File: config.mk
export PLATFORM = sky130hd
export DESIGN_NAME = monitor_command_line_parser_flat
export DESIGN_NICKNAME = d
export VERILOG_FILES = /design/src/design/mclp_pkg.sv /design/src/design/mclp_if.sv /design/src/design/mclp_cfg.sv /design/src/design/mclp_parser.sv /design/src/design/monitor_command_line_parser.sv /design/src/flat_wrapper.sv
export SDC_FILE = /design/constraint.sdc
export NUM_CORES = 1
export LEC_CHECK = 0
export BUFFER_PORTS_ARGS = -buffer_cell sky130_fd_sc_hd__buf_2
export CORE_ASPECT_RATIO = 0.8
export CORE_MARGIN = 4
export CORE_UTILIZATION = 58
export CTS_CLUSTER_SIZE = 25
export DETAILED_ROUTE_END_ITERATION = 10
export PLACE_DENSITY = 0.81
export SLEW_MARGIN = 20
export SYNTH_ARGS = -nofsm -noshare
export SYNTH_HDL_FRONTEND = slang
export SYNTH_HIERARCHICAL = 1
export SYNTH_SLANG_ARGS = --single-unit
File: constraint.sdc
create_clock -name clk -period 10.97 [get_ports clk]
set_input_delay 2.7425 -clock clk [delete_from_list [all_inputs] [get_ports clk]]
set_output_delay 2.7425 -clock clk [all_outputs]
set_load 0.01 [all_outputs]
File: src/design/mclp_pkg.sv
`timescale 1ns / 1ps
package mclp_pkg;

	localparam int MAX_LINE_DEF = 1024;

	localparam int CFG_ADDR_W = 3;
	localparam int CFG_DATA_W = 32;
	localparam logic [CFG_ADDR_W-1:0] REG_MAX_READ_COUNT = CFG_ADDR_W'(0);
	localparam logic [15:0] MAX_READ_COUNT_RST = 16'd1024;

	typedef enum logic [2:0] {
		CMD_OTHER = 3'd0,
		CMD_R     = 3'd1,
		CMD_T     = 3'd2,
		CMD_W     = 3'd3,
		CMD_X     = 3'd4
	} cmd_t;

	typedef enum logic [1:0] {
		ST_OK   = 2'd0,
		ST_BAD  = 2'd1,
		ST_OVER = 2'd2,
		ST_ODD  = 2'd3
	} status_t;

	typedef struct packed {
		logic        kind;
		cmd_t        command;
		logic [7:0]  letter;
		status_t     status;
		logic [63:0] address;
		logic [31:0] count;
		logic [7:0]  data_byte;
		logic [9:0]  byte_index;
	} result_t;

endpackage

File: src/design/mclp_if.sv
`timescale 1ns / 1ps
interface mclp_char_if;
	logic       valid;
	logic       ready;
	logic [7:0] ch;

	modport source (output valid, output ch, input ready);
	modport sink (input valid, input ch, output ready);
endinterface

interface mclp_result_if;
	logic        valid;
	logic        ready;
	logic        kind;
	logic [2:0]  command;
	logic [7:0]  letter;
	logic [1:0]  status;
	logic [63:0] address;
	logic [31:0] count;
	logic [7:0]  data_byte;
	logic [9:0]  byte_index;

	modport source (
		output valid, output kind, output command, output letter, output status,
		output address, output count, output data_byte, output byte_index,
		input ready
	);
	modport sink (
		input valid, input kind, input command, input letter, input status,
		input address, input count, input data_byte, input byte_index,
		output ready
	);
endinterface

File: src/design/mclp_cfg.sv
`timescale 1ns / 1ps
module mclp_cfg import mclp_pkg::*; (
	input  logic                  clk,
	input  logic                  arst_n,
	input  logic                  psel,
	input  logic                  penable,
	input  logic                  pwrite,
	input  logic [CFG_ADDR_W-1:0] paddr,
	input  logic [CFG_DATA_W-1:0] pwdata,
	output logic [CFG_DATA_W-1:0] prdata,
	output logic                  pready,
	output logic [15:0]           max_read_count
);

	logic [15:0] max_read_count_q;
	logic        hit;

	// word decode: byte offset bits are ignored
	assign hit = (paddr[CFG_ADDR_W-1:2] == REG_MAX_READ_COUNT[CFG_ADDR_W-1:2]);
	assign pready = 1'b1;
	assign max_read_count = max_read_count_q;

	always_ff @(posedge clk or negedge arst_n) begin
		if (!arst_n) begin
			max_read_count_q <= MAX_READ_COUNT_RST;
		end else if (psel && penable && pwrite && hit) begin
			max_read_count_q <= pwdata[15:0];
		end
	end

	always_comb begin
		prdata = '0;
		if (hit) begin
			prdata = {{(CFG_DATA_W-16){1'b0}}, max_read_count_q};
		end
	end

endmodule

File: src/design/mclp_parser.sv
`timescale 1ns / 1ps
module mclp_parser import mclp_pkg::*; #(
	parameter int MAX_LINE = MAX_LINE_DEF
) (
	input  logic        clk,
	input  logic        arst_n,
	input  logic        step,
	input  logic [7:0]  ch,
	input  logic [15:0] max_read_count,
	output logic        produce,
	output result_t     res
);

	localparam int POS_W = $clog2(MAX_LINE + 1);

	localparam logic [7:0] CH_CR    = 8'd13;
	localparam logic [7:0] CH_NUL   = 8'd0;
	localparam logic [7:0] CH_SPACE = 8'h20;

	typedef enum logic [1:0] {
		PH_ADDR,
		PH_COUNT,
		PH_DATA,
		PH_DONE
	} phase_t;

	logic [POS_W-1:0] pos_q, pos_d;
	cmd_t             cmd_q, cmd_d;
	logic [7:0]       letter_q, letter_d;
	phase_t           phase_q, phase_d;
	logic [63:0]      addr_q, addr_d;
	logic [31:0]      count_q, count_d;
	logic [3:0]       nibble_q, nibble_d;
	logic             half_q, half_d;
	logic [9:0]       bytes_q, bytes_d;
	logic             err_q, err_d;

	logic             hex_ok;
	logic [3:0]       hex_val;
	logic             dec_ok;
	logic             line_end;
	cmd_t             v_cmd;
	status_t          v_status;

	always_comb begin
		hex_ok  = 1'b1;
		hex_val = 4'd0;
		if (ch inside {["0":"9"]}) begin
			hex_val = 4'(ch - 8'h30);
		end else if (ch inside {["a":"f"]}) begin
			hex_val = 4'(ch - 8'h57);
		end else if (ch inside {["A":"F"]}) begin
			hex_val = 4'(ch - 8'h37);
		end else begin
			hex_ok = 1'b0;
		end
		dec_ok = ch inside {["0":"9"]};
	end

	assign line_end = (ch == CH_CR) || (ch == CH_NUL) || (pos_q >= POS_W'(MAX_LINE));

	always_comb begin
		pos_d    = pos_q;
		cmd_d    = cmd_q;
		letter_d = letter_q;
		phase_d  = phase_q;
		addr_d   = addr_q;
		count_d  = count_q;
		nibble_d = nibble_q;
		half_d   = half_q;
		bytes_d  = bytes_q;
		err_d    = err_q;
		produce  = 1'b0;
		v_cmd    = CMD_OTHER;
		v_status = ST_OK;
		res      = '0;

		if (line_end) begin
			produce = 1'b1;
			v_cmd = (pos_q == '0) ? CMD_OTHER : cmd_q;
			res.kind = 1'b1;
			res.command = v_cmd;
			res.letter = (pos_q == '0) ? ch : letter_q;
			res.address = addr_q;
			case (v_cmd)
				CMD_R, CMD_T: begin
					if (err_q || phase_q == PH_ADDR || count_q == '0) begin
						v_status = ST_BAD;
					end else if (v_cmd == CMD_R && count_q > {16'd0, max_read_count}) begin
						v_status = ST_OVER;
					end
					res.count = count_q;
				end
				CMD_W: begin
					if (err_q) begin
						v_status = ST_BAD;
					end else if (half_q) begin
						v_status = ST_ODD;
					end else begin
						res.count = {22'd0, bytes_q};
					end
				end
				CMD_X: begin
					if (err_q) begin
						v_status = ST_BAD;
					end
				end
				default: begin
					res.address = '0;
				end
			endcase
			res.status = v_status;
			// start the next line from scratch
			pos_d    = '0;
			cmd_d    = CMD_OTHER;
			letter_d = '0;
			phase_d  = PH_ADDR;
			addr_d   = '0;
			count_d  = '0;
			nibble_d = '0;
			half_d   = 1'b0;
			bytes_d  = '0;
			err_d    = 1'b0;
		end else if (pos_q == '0) begin
			letter_d = ch;
			case (ch)
				"r":     cmd_d = CMD_R;
				"t":     cmd_d = CMD_T;
				"w":     cmd_d = CMD_W;
				"x":     cmd_d = CMD_X;
				default: cmd_d = CMD_OTHER;
			endcase
			pos_d = POS_W'(1);
		end else begin
			pos_d = pos_q + POS_W'(1);
			// the character after the letter is skipped
			if (pos_q != POS_W'(1) && !err_q && cmd_q != CMD_OTHER) begin
				case (phase_q)
					PH_ADDR: begin
						if (ch == CH_SPACE) begin
							if (cmd_q == CMD_R || cmd_q == CMD_T) begin
								phase_d = PH_COUNT;
							end else if (cmd_q == CMD_W) begin
								phase_d = PH_DATA;
							end else begin
								phase_d = PH_DONE;
							end
						end else if (hex_ok) begin
							addr_d = {addr_q[59:0], hex_val};
						end else begin
							err_d = 1'b1;
						end
					end
					PH_COUNT: begin
						if (ch == CH_SPACE) begin
							phase_d = PH_DONE;
						end else if (dec_ok) begin
							count_d = (count_q << 3) + (count_q << 1) + {28'd0, hex_val};
						end else begin
							err_d = 1'b1;
						end
					end
					PH_DATA: begin
						if (ch != CH_SPACE) begin
							if (!hex_ok) begin
								err_d = 1'b1;
							end else if (half_q) begin
								produce = 1'b1;
								res.kind = 1'b0;
								res.command = cmd_q;
								res.letter = letter_q;
								res.status = ST_OK;
								res.address = addr_q;
								res.data_byte = {nibble_q, hex_val};
								res.byte_index = bytes_q;
								bytes_d = bytes_q + 10'd1;
								nibble_d = '0;
								half_d = 1'b0;
							end else begin
								nibble_d = hex_val;
								half_d = 1'b1;
							end
						end
					end
					default: begin
					end
				endcase
			end
		end
	end

	always_ff @(posedge clk or negedge arst_n) begin
		if (!arst_n) begin
			pos_q    <= '0;
			cmd_q    <= CMD_OTHER;
			letter_q <= '0;
			phase_q  <= PH_ADDR;
			addr_q   <= '0;
			count_q  <= '0;
			nibble_q <= '0;
			half_q   <= 1'b0;
			bytes_q  <= '0;
			err_q    <= 1'b0;
		end else if (step) begin
			pos_q    <= pos_d;
			cmd_q    <= cmd_d;
			letter_q <= letter_d;
			phase_q  <= phase_d;
			addr_q   <= addr_d;
			count_q  <= count_d;
			nibble_q <= nibble_d;
			half_q   <= half_d;
			bytes_q  <= bytes_d;
			err_q    <= err_d;
		end
	end

endmodule

File: src/design/monitor_command_line_parser.sv
`timescale 1ns / 1ps
// A character accepted into the input register is parsed from there, and its result, if any, is
// loaded into the result register, from which it is offered on result_out.
// Throughput: one character per cycle; the input register and the parse stage (state update
// plus result register) run overlapped, and a held result stalls input only when both are full.
// Reset (arst_n low, asynchronous): parser returns to the start of a line, both stages empty,
// max_read_count back to 1024.
module monitor_command_line_parser import mclp_pkg::*; #(
	parameter int MAX_LINE = MAX_LINE_DEF
) (
	input  logic                  clk,
	input  logic                  arst_n,
	mclp_char_if.sink             char_in,
	mclp_result_if.source         result_out,
	input  logic                  psel,
	input  logic                  penable,
	input  logic                  pwrite,
	input  logic [CFG_ADDR_W-1:0] paddr,
	input  logic [CFG_DATA_W-1:0] pwdata,
	output logic [CFG_DATA_W-1:0] prdata,
	output logic                  pready
);

	logic        valid_s1;
	logic [7:0]  ch_s1;
	logic        out_valid_q;
	result_t     res_q;
	logic        advance;
	logic        produce;
	result_t     res;
	logic [15:0] max_read_count;

	mclp_cfg u_cfg (
		.clk            (clk),
		.arst_n         (arst_n),
		.psel           (psel),
		.penable        (penable),
		.pwrite         (pwrite),
		.paddr          (paddr),
		.pwdata         (pwdata),
		.prdata         (prdata),
		.pready         (pready),
		.max_read_count (max_read_count)
	);

	mclp_parser #(
		.MAX_LINE (MAX_LINE)
	) u_parser (
		.clk            (clk),
		.arst_n         (arst_n),
		.step           (valid_s1 && advance),
		.ch             (ch_s1),
		.max_read_count (max_read_count),
		.produce        (produce),
		.res            (res)
	);

	// advance when the result register is empty or being drained
	assign advance = !out_valid_q || result_out.ready;
	assign char_in.ready = !valid_s1 || advance;

	always_ff @(posedge clk or negedge arst_n) begin
		if (!arst_n) begin
			valid_s1    <= 1'b0;
			out_valid_q <= 1'b0;
		end else begin
			if (char_in.ready) begin
				valid_s1 <= char_in.valid;
			end
			if (advance) begin
				out_valid_q <= valid_s1 && produce;
			end
		end
	end

	always_ff @(posedge clk) begin
		if (char_in.ready && char_in.valid) begin
			ch_s1 <= char_in.ch;
		end
		if (advance && valid_s1 && produce) begin
			res_q <= res;
		end
	end

	assign result_out.valid      = out_valid_q;
	assign result_out.kind       = res_q.kind;
	assign result_out.command    = res_q.command;
	assign result_out.letter     = res_q.letter;
	assign result_out.status     = res_q.status;
	assign result_out.address    = res_q.address;
	assign result_out.count      = res_q.count;
	assign result_out.data_byte  = res_q.data_byte;
	assign result_out.byte_index = res_q.byte_index;

endmodule
File: src/flat_wrapper.sv
// flat-port wrapper written by rule: the top's interface ports become plain ports
module monitor_command_line_parser_flat import mclp_pkg::*;
#(
	parameter int MAX_LINE = MAX_LINE_DEF
)
  (clk, arst_n, psel, penable, pwrite, paddr, pwdata, prdata, pready, char_in_valid, char_in_ch, char_in_ready, result_out_valid, result_out_kind, result_out_command, result_out_letter, result_out_status, result_out_address, result_out_count, result_out_data_byte, result_out_byte_index, result_out_ready);
  mclp_char_if char_in_i ();
  mclp_result_if result_out_i ();
  input  logic clk;
  input  logic arst_n;
  input  logic psel;
  input  logic penable;
  input  logic pwrite;
  input  logic [CFG_ADDR_W-1:0] paddr;
  input  logic [CFG_DATA_W-1:0] pwdata;
  output logic [CFG_DATA_W-1:0] prdata;
  output logic pready;
  input wire logic [$bits(char_in_i.valid)-1:0] char_in_valid;
  input wire logic [$bits(char_in_i.ch)-1:0] char_in_ch;
  output wire logic [$bits(char_in_i.ready)-1:0] char_in_ready;
  output wire logic [$bits(result_out_i.valid)-1:0] result_out_valid;
  output wire logic [$bits(result_out_i.kind)-1:0] result_out_kind;
  output wire logic [$bits(result_out_i.command)-1:0] result_out_command;
  output wire logic [$bits(result_out_i.letter)-1:0] result_out_letter;
  output wire logic [$bits(result_out_i.status)-1:0] result_out_status;
  output wire logic [$bits(result_out_i.address)-1:0] result_out_address;
  output wire logic [$bits(result_out_i.count)-1:0] result_out_count;
  output wire logic [$bits(result_out_i.data_byte)-1:0] result_out_data_byte;
  output wire logic [$bits(result_out_i.byte_index)-1:0] result_out_byte_index;
  input wire logic [$bits(result_out_i.ready)-1:0] result_out_ready;
  assign char_in_i.valid = char_in_valid;
  assign char_in_i.ch = char_in_ch;
  assign char_in_ready = char_in_i.ready;
  assign result_out_valid = result_out_i.valid;
  assign result_out_kind = result_out_i.kind;
  assign result_out_command = result_out_i.command;
  assign result_out_letter = result_out_i.letter;
  assign result_out_status = result_out_i.status;
  assign result_out_address = result_out_i.address;
  assign result_out_count = result_out_i.count;
  assign result_out_data_byte = result_out_i.data_byte;
  assign result_out_byte_index = result_out_i.byte_index;
  assign result_out_i.ready = result_out_ready;
  monitor_command_line_parser #(.MAX_LINE(MAX_LINE)) u_core (.clk(clk), .arst_n(arst_n), .char_in(char_in_i), .result_out(result_out_i), .psel(psel), .penable(penable), .pwrite(pwrite), .paddr(paddr), .pwdata(pwdata), .prdata(prdata), .pready(pready));
endmodule
==> flow_summary.toml, run 1 <==
[worst_setup_path]
max_stage_delay_ns = 0.24
path_class = "in2out"
cp_max_fo = 17
crit_required_ns = 8.23
crit_slowest_cell = "buf_2"
critPathArrivalTime_ns = 3.33
crit_family = "buffers and inverters"
worstPathCellList = "buf_2, and2b_1, buf_2"
cp-start-kind = "input pin"
path_common_cell = "buf_2"
crit_buf_inv = 2
endpoint_kind = "output pin"

[timing]
slew_viol_final = 0
final_hold_viol_count = 0
slew_headroom = 0.265
rsz0062_at_grt = "no"
setup_viol = 0
finalCritPeriodShare = 0.553
period_needed_ns = 6.07
maxClockFrequency_mhz = 165
hold_ws_ns = 0.470
fin_tns_setup_ns = 0
final.setup_skew_ns = 0.0130
tightest_slew_ns = 1.09

[synth]
seq_area_frac_synth = 0.545
yosysTopAreaCell = "edfxtp_1"
async_flop_share = 0.531
avgSynthCellArea_um2 = 10.7
synth_flop_cell = "dfrtp_1"
synth-edff-count = 136
yosysWarnings = 6
synthDistinctLibCells = 72
synth_top_area_frac = 0.280
ys_seq_elements = 290
synthCells = 1363
synth_area_um2 = 14600
synthTopCellsByArea = "edfxtp_1 28%, dfrtp_1 26%, ha_1 7.3%"

[place]
place_congestion = 0.920
io_buffers = 177
place_hpwl_mm = 22.2
placed_cells = 1797

[detailed_routing]
drtIter0Drc = 1052
top_layer = "met4"
drc_errors = 0
viasPerCell = 5.75
first_pass_iters = 5
wl_mm = 33.0
vias = 10654
met1_length_mm = 15.3
wl_met2_mm = 14.9
dr_wl_met3_mm = 2.19
routedWlPerCell_um = 17.8
drtAntennaViolNets = 0

[clock_network]
cts_made_buffers = 29
postCtsHoldBufs = 0
insertion_delay_ns = 0.55
cts_max_level = 1
clockRootBuffer = "clkbuf_16"
cts_tree = "built"
post_cts_buffers = 0
clk_transition_reported_paths_ns = 0.06
cts_sinks = 290
cts_resized = 0
clock_path_buffers = 3

[power]
power_w = 0.00235
p_per_area_nw_per_um2 = 142
peakVddDrop_mv = 0.119
p_leak_nw = 7.50

[floorplan]
die_w_um = 185
initial_core_util = 0.594
ioPinCount = 213
num_rows = 51
die-area_um2 = 27700
coreArea_um2 = 24500
die_y_um = 150

[cells_and_area]
drive_gt1_frac = 0.172
fin_nets = 1648
diodes = 0
layout_commonest_cell = "nand2_1"
syn_to_final_growth_pct = 13.4
instances_no_fill = 1852
layout_common_cells = "215 x nand2_1, 176 x buf_2, 153 x dfrtp_1, 136 x edfxtp_1, 85 x ha_1"

[global_routing]
grt_max_degree = 101
track_usage = 0.234
grt_antenna_before_repair = 0
globalRouteOverflowTotal = 0
grt_first_pass_wirelength_mm = 52.9
grt_pass1_vias = 10230

[flow_run]
drv_cap = 0

[outcome]
outcome = "finished, final reports clean"

[hold_path]
hp-class = "reg2reg"
-- power by group --
part | leakage, nW | internal, W | switching (W)
logic | 3.87 | 0.0000764 | 0.000105
clock network | 0.447 | 0.000547 | 0.000408
registers | 3.18 | 0.00117 | 0.0000383
-- metrics by stage --
step	area [µm²]	setup slack (ns)	util
after floorplan	14600	1.83	-
after global placement	15600	4.91	0.636
after detailed placement	15600	4.89	0.636
after CTS	16500	4.88	0.673
after global routing	16500	4.83	0.674
final	16500	4.90	0.674
-- flip-flops by register name, summed over array words and instances, names as in the netlist, 4 cells and up --
signal / count
u_core/result_out.address: 64
u_core/u_parser/addr_q: 64
u_core/result_out.count: 32
u_core/u_parser/count_q: 32
u_core/u_cfg/max_read_count: 16
u_core/u_parser/pos_q: 11
u_core/result_out.byte_index: 10
u_core/u_parser/bytes_q: 10
u_core/ch_s1: 8
u_core/result_out.data_byte: 8
u_core/result_out.letter: 8
u_core/u_parser/letter_q: 8
u_core/u_parser/nibble_q: 4
-- tightest hold or removal path, stage by stage (launching register included) --
cell and delay [ns]:
dfrtp_1 0.33, nand2_1 0.05, o41ai_1 0.05
-- worst paths after layout --
check / start / endpoint / slack, ns / cells after the start
worst min register to register: u_core/u_parser/nibble_q[1] / u_core/u_parser/nibble_q[1] / 0.47 / 2
worst max register to register: u_core/ch_s1[0] / u_core/u_parser/count_q[26] / 5.53 / 18
max in group asynchronous: arst_n / u_core/u_cfg/max_read_count[11] / 7.30 / 2
min in group asynchronous: arst_n / u_core/u_parser/letter_q[6] / 2.29 / 1
worst min-delay path: u_core/u_parser/nibble_q[1] / u_core/u_parser/nibble_q[1] / 0.47 / 2
worst max-delay path: paddr[2] / prdata[13] / 4.90 / 3
-- layout make-up --
cell class                      instances  area [µm²]
Timing Repair Buffer                  188         987
Sequential cell                       290        7940
Inverter                               41         154
Fill cell                            1863        7980
Tap cell                              318         398
Multi-Input combinational cell        961        6130
Clock buffer                           37         776
Clock inverter                         17         140
-- logic make-up (layout without fill, tap and decap cells) --
group / count (synthesis) / in the layout / synth area share
simple gates: 576 / 576 / 0.196
buf+inv: 127 / 283 / 0.0403
fa+ha+maj: 87 / 87 / 0.0758
mux: 19 / 19 / 0.0172
flops: 290 / 290 / 0.545
xor+xnor: 41 / 41 / 0.0247
compound gates: 221 / 221 / 0.101
other cells: 2 / 17 / 0.000516
-- per-layer routing --
metal,GRT usage,vias up
met4,0.0473,0
met3,0.0279,47
met1,0.361,5121
met5,0,-
met2,0.363,388
li1,-,5098
-- cell usage after synthesis, drive strengths merged, types with 3 or more instances --
cell	n
a2111oi	3
a211oi	7
a21o	11
a21oi	45
a22o	15
a22oi	12
a31oi	10
a41oi	4
and2	76
and2b	6
and3	44
and4	3
buf	43
clkbuf	43
dfrtp	153
edfxtp	136
ha	85
inv	40
mux2	18
nand2	216
nand2b	11
nand3	84
nand3b	3
nand4	12
nor2	70
nor2b	16
nor3	10
nor4	14
o21a	7
o21ai	59
o21bai	5
o31ai	26
o41ai	3
or3	4
xnor2	15
xor2	26
Note: power is estimated with default switching activity, not from simulation.
==> run 2, diff against run 1 <==
==> constraint.sdc (replaced) <==
create_clock -name clk -period 6.1 [get_ports clk]
set_input_delay 1.525 -clock clk [delete_from_list [all_inputs] [get_ports clk]]
set_output_delay 1.525 -clock clk [all_outputs]
set_load 0.01 [all_outputs]
==> run 2 against run 1 <==
  * Via count up 1.5%
  * Hold slack gained 0.0054 ns
  * Clock-buffer cell count down 5
  * Global-route usage rose by 0.19 points
  * First-iteration DRC count grew 2.9%
  * Sequential cell count did not move
  * Die area stayed put
  * Critical path depth rose by 15
  * Combinational power up 82%
==> flow_summary.toml, run 2 (synthesis gave the netlist of run 1 again) <==
[outcome]
outcome = "finished, final reports clean"

[power]
seqPwrFrac = 0.508
p_per_area_nw_per_um2 = 259
peakVddDrop_mv = 0.216
combPwrFrac = 0.077
intPower_w = 0.00327
p_switching_w = 0.00103
swShare = 0.240
clockPowerShare = 0.415
p_leak_nw = 7.57

[worst_setup_path]
cp_max_fo = 10
path_class = "reg2reg"
cp-start-kind = "flip-flop"
critPathArrivalTime_ns = 5.58
crit_required_ns = 6.55
endpoint_kind = "flip-flop"

[timing]
tightest_slew_ns = 1.08
final_hold_viol_count = 0
final.setup_skew_ns = 0.0176
rsz0062_at_grt = "no"
setup_viol = 0
fin_tns_setup_ns = 0
hold_ws_ns = 0.475
slew_headroom = 0.276
period_needed_ns = 5.13
slew_viol_final = 0
finalCritPeriodShare = 0.841
maxClockFrequency_mhz = 195

[global_routing]
track_usage = 0.236
grt_first_pass_wirelength_mm = 53.5
grt_antenna_before_repair = 0
globalRouteOverflowTotal = 0
grt_max_degree = 110
grt_pass1_vias = 10311

[clock_network]
clk_transition_reported_paths_ns = 0.07
cts_made_buffers = 28
insertion_delay_ns = 0.55
cts_tree = "built"
post_cts_buffers = 0
clockRootBuffer = "clkbuf_16"
postCtsHoldBufs = 0
cts_max_level = 1
cts_sinks = 290
cts_resized = 0
clock_path_buffers = 3

[place]
io_buffers = 177
place_congestion = 0.900
dpl_cell_area_um2 = 15600
place_hpwl_mm = 22.6

[floorplan]
initial_core_util = 0.594
die_w_um = 185
num_rows = 51
ioPinCount = 213
coreArea_um2 = 24500
die_y_um = 150
die-area_um2 = 27700

[detailed_routing]
drc_errors = 0
routedWlPerCell_um = 18.0
vias = 10819
drtIter0Drc = 1082
wl_mm = 33.4
drtAntennaViolNets = 0
first_pass_iters = 5
viasPerCell = 5.84

[flow_run]
drv_cap = 0

[cells_and_area]
syn_to_final_growth_pct = 13.7
drive_gt1_frac = 0.179
final_area_um2 = 16600
diodes = 0
fin_nets = 1650
fillers = 1894
layout_common_cells = "215 x nand2_1, 176 x buf_2, 153 x dfrtp_1, 136 x edfxtp_1, 85 x ha_1"
layout_commonest_cell = "nand2_1"

[hold_path]
hp-class = "reg2reg"
-- run 2: per-stage QoR --
| step | setup WS (ns) | cells | util | total power (W) |
|---|---|---|---|---|
| after detailed placement | 1.10 | 1801 | 0.637 | 0.00254 |
| after global placement | 1.31 | 1801 | 0.637 | 0.00252 |
| after floorplan | 0.0912 | 1378 | - | 0.00244 |
| after global routing | 0.698 | 1852 | 0.676 | 0.00446 |
| final | 0.968 | 1852 | 0.676 | 0.00430 |
| after CTS | 1.08 | 1852 | 0.676 | 0.00432 |
-- run 2: final timing paths --
path,depth (start not counted),from,slack [ns],end
worst max-delay path,18,u_core/ch_s1[0],0.97,u_core/u_parser/count_q[25]
worst min-delay path,2,u_core/u_parser/addr_q[62],0.48,u_core/u_parser/addr_q[62]
worst max register to register,18,u_core/ch_s1[0],0.97,u_core/u_parser/count_q[25]
worst min register to register,2,u_core/u_parser/addr_q[62],0.48,u_core/u_parser/addr_q[62]
max in group asynchronous,2,arst_n,3.84,u_core/u_cfg/max_read_count[1]
min in group asynchronous,1,arst_n,1.05,u_core/u_parser/letter_q[4]
-- run 2: power by group through the flow --
stage                     registers (W)  clock network [W]  logic (W)
after floorplan                 0.00219                  0   0.000248
after global placement          0.00221                  0   0.000312
after detailed placement        0.00222                  0   0.000326
after CTS                       0.00218            0.00181   0.000331
after global routing            0.00219            0.00190   0.000369
final                           0.00218            0.00178   0.000332
-- run 2: layer usage --
metal,track usage,vias to the layer above,routed length [µm]
li1,-,5095,-
met1,0.352,5210,15000
met2,0.366,448,15100
met3,0.0377,66,2530
met4,0.0591,0,767
met5,0,-,0
-- run 2: cell type report --
| cell class | count | area [µm²] | area share |
|---|---|---|---|
| Sequential cell | 290 | 7940 | 0.479 |
| Timing Repair Buffer | 191 | 1000 | 0.0604 |
| Inverter | 41 | 154 | 0.00929 |
| Multi-Input combinational cell | 961 | 6120 | 0.370 |
| Clock buffer | 32 | 747 | 0.0451 |
| Tap cell | 318 | 398 | 0.0240 |
| Clock inverter | 19 | 203 | 0.0122 |
-- run 2: worst max-delay path: stages, from the launching register on --
cell and delay [ns]:
edfxtp_1 0.54, inv_1 0.15, ha_1 0.22, o21bai_1 0.11, a2111oi_2 0.37, buf_4 0.21
nor2_1 0.05, o22ai_1 0.37, inv_1 0.14, fa_1 0.48, ha_1 0.30, a21oi_1 0.08
nand4b_1 0.21, a41oi_1 0.40, a41oi_1 0.26, o31ai_1 0.60, a21oi_1 0.19, xor2_1 0.18
o21ai_0 0.15
==> run 3, diff against run 2 <==
==> constraint.sdc (replaced) <==
create_clock -name clk -period 5 [get_ports clk]
set_input_delay 1.25 -clock clk [delete_from_list [all_inputs] [get_ports clk]]
set_output_delay 1.25 -clock clk [all_outputs]
set_load 0.01 [all_outputs]
==> run 3 against run 2 <==
  * Critical endpoint is now u_core/u_parser/count_q[28]
  * Utilization rose by 0.23 points
  * Largest cell class unchanged
  * Highest routed layer unchanged
  * Maximum frequency rose by 8.1%
  * Setup slack got worse by 0.71 ns
  * Cell count rose by 0.32%
  * Die area did not move
  * Clock power rose by 17%
==> flow_summary.toml, run 3 (synthesis gave the netlist of run 1 again) <==
[outcome]
outcome = "finished, final reports clean"

[timing]
rsz0062_at_grt = "no"
setup_viol = 0
final_hold_viol_count = 0
slew_headroom = 0.384
final.setup_skew_ns = 0.0210
fin_tns_setup_ns = 0
maxClockFrequency_mhz = 211
fin_ws_ns = 0.253
finalCritPeriodShare = 0.949
period_needed_ns = 4.75
tightest_slew_ns = 0.918
slew_viol_final = 0
hold_ws_ns = 0.465

[worst_setup_path]
path_common_cell = "inv_1"
r2r_setup_slack_ns = 0.25
max_stage_delay_ns = 0.54
rr_worst_depth = 18
worstPathCellList = "inv_1, ha_1, o21bai_1, a2111oi_2, nor2_1, o22ai_1, inv_1, fa_1, inv_1, fa_1, nand2b_1, a21oi_1, nor4bb_1, or3_1, o21ai_0, a41oi_1, xnor2_1, a32o_1"
cp_max_fo = 10
r2r_start = "u_core/ch_s1[0]"
cp-start-kind = "flip-flop"
path_class = "reg2reg"
crit_required_ns = 5.43
worstSetupEndpoint = "u_core/u_parser/count_q[28]"
startpoint = "u_core/ch_s1[0]"
critPathArrivalTime_ns = 5.18
endpoint_kind = "flip-flop"
reg2reg_to = "u_core/u_parser/count_q[28]"
crit_slowest_cell = "edfxtp_1"

[detailed_routing]
first_pass_iters = 6
routedWlPerCell_um = 17.9
drc_errors = 0
vias = 10849
drtAntennaViolNets = 0
drtIter0Drc = 928
viasPerCell = 5.84
wl_mm = 33.2

[global_routing]
globalRouteOverflowTotal = 0
grt_antenna_before_repair = 0
grt_first_pass_wirelength_mm = 53.8
grt_max_degree = 105
grt_pass1_vias = 10531
track_usage = 0.237

[floorplan]
die_w_um = 185
die_y_um = 150
die-area_um2 = 27700
num_rows = 51
ioPinCount = 213
coreArea_um2 = 24500
initial_core_util = 0.594

[clock_network]
postCtsHoldBufs = 0
cts_max_level = 1
insertion_delay_ns = 0.55
cts_made_buffers = 28
cts_sinks = 290
cts_tree = "built"
clockRootBuffer = "clkbuf_16"
cts_resized = 0
clock_path_buffers = 3
post_cts_buffers = 0
clk_transition_reported_paths_ns = 0.07

[cells_and_area]
syn_to_final_growth_pct = 14.1
fillers = 1831
layout_commonest_cell = "nand2_1"
final_area_um2 = 16600
drive_gt1_frac = 0.181
utilization = 0.678
fin_nets = 1655
diodes = 0
layout_common_cells = "215 x nand2_1, 176 x buf_2, 153 x dfrtp_1, 136 x edfxtp_1, 85 x ha_1"

[place]
dp_slack_ns = 0.332
place_hpwl_mm = 22.5
io_buffers = 177
dpl_cell_area_um2 = 15700
place_congestion = 0.934

[hold_path]
hold_depth = 2
hp-class = "reg2reg"

[power]
p_leak_nw = 7.59
p_per_area_nw_per_um2 = 311
peakVddDrop_mv = 0.276

[flow_run]
drv_cap = 0
run 3: cell count changes in the layout (fill, tap and decap cells not counted), moves of 2 or more:
cell	delta
buf_4	+2
clkbuf_1	+2
clkinv_4	+2
buf_12	+2
inv_6	-4
run 3: cell type report:
type	instances	area (µm²)	share of cell area
tap	318	398	0.0239
clock buffer	35	757	0.0456
sequential	290	7940	0.478
multi-input combinational	961	6130	0.369
timing repair buffer	196	1080	0.0650
clock inverter	17	161	0.00971
inverter	41	154	0.00926
run 3: how the worst min path moves through the flow:
stage / startpoint / endpoint / slack (ns)
2_1_floorplan: u_core/u_parser/addr_q[60] / u_core/u_parser/addr_q[60] / 0.43
3_3_place_gp: u_core/u_parser/addr_q[63] / u_core/u_parser/addr_q[63] / 0.44
3_5_place_dp: u_core/u_parser/addr_q[61] / u_core/u_parser/addr_q[61] / 0.46
4_1_cts: u_core/u_parser/addr_q[61] / u_core/u_parser/addr_q[61] / 0.47
5_1_grt: u_core/u_parser/addr_q[62] / u_core/u_parser/addr_q[62] / 0.49
6_report: u_core/u_parser/addr_q[61] / u_core/u_parser/addr_q[61] / 0.47
run 3: power by group:
group,internal (W),switching (W),total (W)
clock network,0.00118,0.000908,0.00209
logic,0.000172,0.000236,0.000408
registers,0.00257,0.0000849,0.00266
total,0.00393,0.00123,0.00516
run 3: critical path, delay by kind of cell (launching register included):
family	cells	cell delay, ns
adders and majority gates	3	1.17
AOI/OAI and AO/OA	7	1.74
buffers and inverters	3	0.32
DFF	1	0.54
and+or+nand+nor	4	0.72
xor gates and xnor gates	1	0.16
run 3: per-layer routing:
metal  up-vias  GRT usage  wire [µm]  part of all wire
li1       5115          -          -                 -
met1      5239      0.359      14800              0.45
met2       436      0.365      15200              0.46
met3        59     0.0316       2460             0.074
met4         0     0.0616        769             0.023
met5         -          0          0                 0
run 3: metrics by stage:
step,instances,total power [W]
after floorplan,1378,0.00297
after global placement,1805,0.00308
after detailed placement,1805,0.00311
after CTS,1857,0.00519
after global routing,1858,0.00536
final,1858,0.00516
